$ cat src/rtl/sfe_pkg.sv
`timescale 1ns / 1ps

package sfe_pkg;

    // Signed exponent wide enough for every intermediate scale in the chain.
    localparam int EW = 13;
    typedef logic signed [EW-1:0] exp_t;

    localparam logic [1:0] KIND_ZERO = 2'd0;
    localparam logic [1:0] KIND_FIN  = 2'd1;
    localparam logic [1:0] KIND_INF  = 2'd2;
    localparam logic [1:0] KIND_NAN  = 2'd3;

    typedef struct packed {
        logic [1:0] kind;
        logic       s;
        logic [23:0] m;
        exp_t       e;
    } fval_t;

    localparam logic [31:0] QBIT = 32'h0040_0000;
    localparam logic [31:0] DNAN = 32'hFFC0_0000;
    localparam logic [31:0] INFB = 32'h7F80_0000;

    localparam logic [31:0] K_LOG2E     = 32'h3FB8_AA3B;
    localparam logic [31:0] K_LN2_HI_N  = 32'hBF31_7200;
    localparam logic [31:0] K_LN2_LO_N  = 32'hB5BF_BE8E;
    localparam logic [31:0] K_C4        = 32'h3D2B_CDE1;
    localparam logic [31:0] K_C3        = 32'h3E2C_09F1;
    localparam logic [31:0] K_C2        = 32'h3EFF_FFFE;
    localparam logic [31:0] K_C1        = 32'h3F7F_FD2D;
    localparam logic [31:0] K_C0        = 32'h3F7F_FFFA;

    function automatic fval_t unpack(input logic [31:0] b);
        fval_t v;
        v.s    = b[31];
        v.m    = '0;
        v.e    = '0;
        v.kind = KIND_ZERO;
        if (b[30:23] == 8'hFF) begin
            v.kind = (b[22:0] != 23'd0) ? KIND_NAN : KIND_INF;
        end
        else if (b[30:23] == 8'h00) begin
            if (b[22:0] != 23'd0) begin
                v.kind = KIND_FIN;
                v.m    = {1'b0, b[22:0]};
                v.e    = exp_t'(-149);
            end
        end
        else begin
            v.kind = KIND_FIN;
            v.m    = {1'b1, b[22:0]};
            v.e    = exp_t'({5'd0, b[30:23]}) - exp_t'(150);
        end
        return v;
    endfunction

    // Leading zero count; 64 for an all-zero word.
    function automatic logic [6:0] clz64(input logic [63:0] m);
        logic [6:0] n;
        logic       hit;
        n   = 7'd64;
        hit = 1'b0;
        for (int i = 63; i >= 0; i--) begin
            if (!hit && m[i]) begin
                n   = 7'(63 - i);
                hit = 1'b1;
            end
        end
        return n;
    endfunction

    // Round s * m * 2^e to binary32, nearest even; m has bit 63 set.
    function automatic logic [31:0] round_pack(input logic s, input logic [63:0] m,
                                               input exp_t e);
        exp_t        big;
        exp_t        shs;
        logic [6:0]  sh;
        logic [24:0] q;
        logic        half;
        logic        rest;
        logic        inc;
        logic [63:0] mask;
        logic [7:0]  ef;
        logic [32:0] bits;
        big  = e + exp_t'(63);
        shs  = exp_t'(-149) - e;
        mask = '0;
        if (shs < exp_t'(40)) sh = 7'd40;
        else if (shs > exp_t'(64)) sh = 7'd65;
        else sh = shs[6:0];
        if (sh == 7'd64) begin
            q    = '0;
            half = m[63];
            rest = |m[62:0];
        end
        else begin
            q    = 25'(m >> sh);
            half = m[6'(sh - 7'd1)];
            mask = (64'd1 << (sh - 7'd1)) - 64'd1;
            rest = |(m & mask);
        end
        inc  = half & (rest | q[0]);
        q    = q + 25'(inc);
        ef   = (sh == 7'd40) ? 8'(big + exp_t'(126)) : 8'd0;
        bits = {2'd0, ef, 23'd0} + {8'd0, q};
        if (bits >= {1'b0, INFB}) bits = {1'b0, INFB};
        if (big > exp_t'(127)) return {s, INFB[30:0]};
        if (sh > 7'd64) return {s, 31'd0};
        return {s, bits[30:0]};
    endfunction

endpackage

$ cat src/rtl/sfe_fma.sv
`timescale 1ns / 1ps

// Fused multiply-add a*b+c, five register stages, one transaction per cycle.
module sfe_fma #(
    parameter int SIDE_W = 32
) (
    input  logic              clk,
    input  logic              rst_n,
    input  logic              in_valid,
    input  logic [31:0]       a,
    input  logic [31:0]       b,
    input  logic [31:0]       c,
    input  logic [SIDE_W-1:0] side_in,
    output logic              out_valid,
    output logic [31:0]       result,
    output logic [SIDE_W-1:0] side_out
);
    import sfe_pkg::*;

    logic [4:0] v_reg;

    // stage 1: classify, multiply
    fval_t       ua, ub, uc;
    logic        ps, pinf, pzero, spec_next;
    logic [31:0] sv_next;
    logic        spec1_reg, ps1_reg, cs1_reg, cz1_reg;
    logic [31:0] sv1_reg;
    logic [47:0] pm1_reg;
    exp_t        pe1_reg, ce1_reg;
    logic [23:0] cm1_reg;
    logic [SIDE_W-1:0] side1_reg;

    always_comb
    begin
        ua        = unpack(a);
        ub        = unpack(b);
        uc        = unpack(c);
        ps        = ua.s ^ ub.s;
        pinf      = (ua.kind == KIND_INF) || (ub.kind == KIND_INF);
        pzero     = (ua.kind == KIND_ZERO) || (ub.kind == KIND_ZERO);
        spec_next = 1'b1;
        sv_next   = '0;
        if (ua.kind == KIND_NAN) sv_next = a | QBIT;
        else if (ub.kind == KIND_NAN) sv_next = b | QBIT;
        else if (uc.kind == KIND_NAN) sv_next = c | QBIT;
        else if (pinf && pzero) sv_next = DNAN;
        else if (pinf) begin
            if (uc.kind == KIND_INF && uc.s != ps) sv_next = DNAN;
            else sv_next = {ps, INFB[30:0]};
        end
        else if (uc.kind == KIND_INF) sv_next = c;
        else if (pzero) begin
            if (uc.kind == KIND_ZERO) sv_next = {ps & uc.s, 31'd0};
            else sv_next = c;
        end
        else spec_next = 1'b0;
    end

    always_ff @(posedge clk)
    begin
        spec1_reg <= spec_next;
        sv1_reg   <= sv_next;
        ps1_reg   <= ps;
        pm1_reg   <= ua.m * ub.m;
        pe1_reg   <= ua.e + ub.e;
        cs1_reg   <= uc.s;
        cm1_reg   <= uc.m;
        ce1_reg   <= uc.e;
        cz1_reg   <= (uc.kind == KIND_ZERO);
        side1_reg <= side_in;
    end

    // stage 2: bring both addends to bit 61
    logic [6:0]  lzp, lzc;
    logic        spec2_reg, ps2_reg, cs2_reg, cz2_reg;
    logic [31:0] sv2_reg;
    logic [63:0] pm2_reg, cm2_reg;
    exp_t        pe2_reg, ce2_reg;
    logic [SIDE_W-1:0] side2_reg;

    assign lzp = clz64({16'd0, pm1_reg});
    assign lzc = clz64({40'd0, cm1_reg});

    always_ff @(posedge clk)
    begin
        spec2_reg <= spec1_reg;
        sv2_reg   <= sv1_reg;
        ps2_reg   <= ps1_reg;
        cs2_reg   <= cs1_reg;
        cz2_reg   <= cz1_reg;
        pm2_reg   <= {16'd0, pm1_reg} << (lzp - 7'd2);
        pe2_reg   <= pe1_reg - (exp_t'(lzp) - exp_t'(2));
        cm2_reg   <= {40'd0, cm1_reg} << (lzc - 7'd2);
        ce2_reg   <= ce1_reg - (exp_t'(lzc) - exp_t'(2));
        side2_reg <= side1_reg;
    end

    // stage 3: order, align with sticky, add
    logic        pbig, sb, ssm, lost;
    logic [63:0] mb, msm, msm_al, sum;
    exp_t        eb, es, d;
    logic        spec3_reg, s3_reg;
    logic [31:0] sv3_reg;
    logic [63:0] sum3_reg;
    exp_t        e3_reg;
    logic [SIDE_W-1:0] side3_reg;

    always_comb
    begin
        pbig = cz2_reg || (pe2_reg > ce2_reg) ||
               ((pe2_reg == ce2_reg) && (pm2_reg >= cm2_reg));
        mb   = pbig ? pm2_reg : cm2_reg;
        eb   = pbig ? pe2_reg : ce2_reg;
        sb   = pbig ? ps2_reg : cs2_reg;
        msm  = pbig ? cm2_reg : pm2_reg;
        es   = pbig ? ce2_reg : pe2_reg;
        ssm  = pbig ? cs2_reg : ps2_reg;
        d    = eb - es;
        lost = 1'b0;
        if (cz2_reg) msm_al = '0;
        else if (d >= exp_t'(62)) msm_al = 64'd1;
        else begin
            lost   = |(msm & ((64'd1 << d[5:0]) - 64'd1));
            msm_al = (msm >> d[5:0]) | {63'd0, lost};
        end
        sum = (sb == ssm) ? (mb + msm_al) : (mb - msm_al);
    end

    always_ff @(posedge clk)
    begin
        spec3_reg <= spec2_reg;
        sv3_reg   <= sv2_reg;
        s3_reg    <= sb;
        sum3_reg  <= sum;
        e3_reg    <= eb;
        side3_reg <= side2_reg;
    end

    // stage 4: normalize the sum
    logic [6:0]  lzs;
    logic        spec4_reg, s4_reg, z4_reg;
    logic [31:0] sv4_reg;
    logic [63:0] m4_reg;
    exp_t        e4_reg;
    logic [SIDE_W-1:0] side4_reg;

    assign lzs = clz64(sum3_reg);

    always_ff @(posedge clk)
    begin
        spec4_reg <= spec3_reg;
        sv4_reg   <= sv3_reg;
        s4_reg    <= s3_reg;
        z4_reg    <= (sum3_reg == 64'd0);
        m4_reg    <= sum3_reg << lzs;
        e4_reg    <= e3_reg - exp_t'(lzs);
        side4_reg <= side3_reg;
    end

    // stage 5: round
    logic [31:0] res_next;
    logic [31:0] res_reg;
    logic [SIDE_W-1:0] side5_reg;

    always_comb
    begin
        if (spec4_reg) res_next = sv4_reg;
        else if (z4_reg) res_next = 32'd0;
        else res_next = round_pack(s4_reg, m4_reg, e4_reg);
    end

    always_ff @(posedge clk)
    begin
        res_reg   <= res_next;
        side5_reg <= side4_reg;
    end

    always_ff @(posedge clk or negedge rst_n)
    begin
        if (!rst_n) v_reg <= '0;
        else v_reg <= {v_reg[3:0], in_valid};
    end

    assign out_valid = v_reg[4];
    assign result    = res_reg;
    assign side_out  = side5_reg;

endmodule

$ cat config.mk
export PLATFORM = sky130hd
export DESIGN_NAME = sfe_fma
export DESIGN_NICKNAME = d
export VERILOG_FILES = /design/src/rtl/sfe_pkg.sv /design/src/rtl/sfe_fma.sv
export SDC_FILE = /design/constraint.sdc
export NUM_CORES = 2
export LEC_CHECK = 0
export ABC_AREA = 1
export ABC_CLOCK_PERIOD_IN_PS = 25300
export BUFFER_PORTS_ARGS = -buffer_cell sky130_fd_sc_hd__buf_4
export CAP_MARGIN = 20
export CORE_MARGIN = 4
export CORE_UTILIZATION = 30
export CTS_CLUSTER_DIAMETER = 150
export DETAILED_ROUTE_END_ITERATION = 10
export GPL_TIMING_DRIVEN = 0
export PLACE_DENSITY_LB_ADDON = 0.2
export SLEW_MARGIN = 20
export SYNTH_ARGS = -nofsm -noshare
export SYNTH_HDL_FRONTEND = slang
export SYNTH_SLANG_ARGS = --single-unit
export TNS_END_PERCENT = 10
$ cat constraint.sdc
create_clock -name clk -period 25.3 [get_ports clk]
set_input_delay 0 -clock clk [delete_from_list [all_inputs] [get_ports clk]]
set_output_delay 0 -clock clk [all_outputs]
set_load 0.1 [all_outputs]
==> impl_metrics.yaml <==
status:
  status: "completed"
drt:
  drc: 0
  first_pass_iters: 6
  wl_per_cell_um: 22.4
  vias_per_cell: 5.27
  drt-total-wl_mm: 312
  vias: 73300
  drt_iter0_markers: 7570
  drtAntennaViolNets: 0
synthesis:
  yosysWarnings: 0
  synth_ff_type: "dfxtp_1"
  syn_inst: 10300
  synth_common_cells: "nand2_1 (2,550), inv_1 (1,398), nand3_1 (1,250), nor2_1 (1,013), dfxtp_1 (735)"
  synth_area_leaders: "dfxtp_1 (21%), fa_1 (14%), nand2_1 (14%), nand3_1 (9.0%), inv_1 (7.6%)"
  async_reset_ff_share_pct: 0.676
  syn_area_um2: 69200
  synth.most_common_cell: "nand2_1"
  seq_area_frac_synth_pct: 21.4
  synth_edf_count: 0
  ys_ff_latch: 740
  yosys.area.top_type: "dfxtp_1"
  syn_area_per_cell_um2: 6.69
  synthDistinctLibCells: 82
  yosysTopAreaCellShare_pct: 21.3
die:
  dieArea_um2: 238000
  initial_core_util_pct: 30.1
  core_um2: 230000
  fp-row-count: 176
  die_h_um: 488
  fp.dieW_um: 488
  io-pin-count: 196
clock_network:
  cts_buffers: 79
  h-tree-depth: 3
  postCtsHoldBufs: 167
  clock_latency_ps: 710
  clk_pin_slew_worst_paths_ps: 60
  cts_tree: "done"
  post_cts_resized: 0
  cts_buffer_depth: 3
  cts_root_buffer: "clkbuf_16"
  clock-sinks: 740
  post_cts_buffers: 0
sta:
  setup_viol: 0
  fmax_mhz: 78.0
  fin_crit_ps: 12820
  slew_headroom_pct: 12.8
  grt_setup_unrepaired: "no"
  fin_tns_setup_ps: 0
  clock-skew-final_ps: 51.0
  finalCritPeriodShare_pct: 50.7
  final-hold-violation-count: 0
  slew_violations: 0
  tightest_slew_ps: 1290
final_layout:
  fin_util_pct: 34.4
  fill_cells: 25100
  stdcell_count: 13900
  syn2layout_area_growth_pct: 14.3
  final_nets: 11800
  final_layout_size_suffix_gt1_share_pct: 5.89
grt:
  gr-total-overflow: 0
  grt_pass1_vias: 70900
  grt_use_total_pct: 25.4
  grt_antenna_before_repair: 11
  grt_start_max_net_pins: 16
  grt_first_pass_wirelength_mm: 456
worst_setup_path:
  critPathKind: "flop to flop"
  cp.required_ps: 25910
  max_stage_delay_ps: 530
  cpMaxStageDelayCell: "o21ai_0"
  crit_fanout: 10
  cp-start-kind: "flop"
  cp.arrival_ps: 13420
  endpoint_kind: "flop"
  cpMostUsedCell: "nand2_1"
placement:
  place_congestion: 1.03
  portBuffers: 195
  dpl.hpwl_mm: 262
  placed_cells: 13600
flow_run:
  cap_viol_max_count: 0
hold_path:
  hp-class: "input pin to flop"
cell usage in the layout (no fill, tap or decap), types with 101 or more instances in the layout:
cell,n
buf_2,101
nor3_1,109
nand2_1,2550
a21oi_1,291
dlygate4sd3_1,167
ha_1,376
dfxtp_1,735
buf_4,214
clkbuf_1,267
xor2_1,177
nor2_1,1011
fa_1,488
inv_1,1398
nand4_1,264
o21ai_0,519
nand3_1,1250
per-layer routing:
metal  up-vias  part of all wire, %  GRT usage [%]
met5         -                0.023              0
met4        12                  4.2           9.10
met3       578                  7.3           3.39
met2      3144                   46           41.6
met1     35300                   43           34.0
li1      34200                    -              -
kinds of logic (layout without fill, tap and decap cells):
family                   Yosys count  count (layout)  share of synthesized area, %
buffers and inverters           1881            2390                          10.6
other                              2              49                        0.0109
adder cells (fa/ha/maj)          864             864                          20.9
XOR/XNOR                         252             252                          3.20
flip-flops                       740             740                          21.4
AO/OA/AOI/OAI                   1167            1167                          9.52
AND/OR/NAND/NOR                 5406            5406                          33.9
multiplexers                      23              23                         0.333
worst paths after layout:
kind / start / to / slack, ps / cells past startpoint
setup / recovery: pm2_reg[17] / sum3_reg[59] / 12480 / 73
hold / removal: a[26] / pe1_reg[4] / 50 / 7
setup reg to reg: pm2_reg[17] / sum3_reg[59] / 12480 / 73
hold reg to reg: side3_reg[16] / side4_reg[16] / 290 / 0
max in group asynchronous: rst_n / v_reg[2] / 24900 / 3
min in group asynchronous: rst_n / v_reg[1] / 220 / 3
metrics by stage:
step                      setup slack (ps)  hold slack (ps)  area [µm²]
after floorplan                      16360             -296       69300
after global placement               12690             -202       74600
after detailed placement             12730             -196       74600
after CTS                            12680             13.1       79100
after global routing                 11560             63.1       79100
final                                12480             51.7       79100
worst max-delay path, delay by kind of cell (launching register included):
kind                       cells  cell delay [ps]
adders and majority gates      4             1110
DFF                            1              490
buffers and inverters         10             1380
AOI/OAI and AO/OA             19             4160
xor gates and xnor gates       2              330
and+or+nand+nor               38             5240
area by class of cell:
type                    instances  area (µm²)  share of cell area [%]
plain buffers                 428        1910                    2.41
well taps                    3026        3790                    4.79
multi-input cells            7757       47200                    59.6
clock buffers                 100        2190                    2.76
inverters                    1453        5460                    6.90
diodes                          4        10.0                  0.0127
repair buffers                364        3150                    3.98
flip-flops and latches        740       14800                    18.8
clock inverters                45         582                   0.736
Power is not shown: default switching activity piles up to over one toggle a cycle in this logic, so the estimate is an artifact.
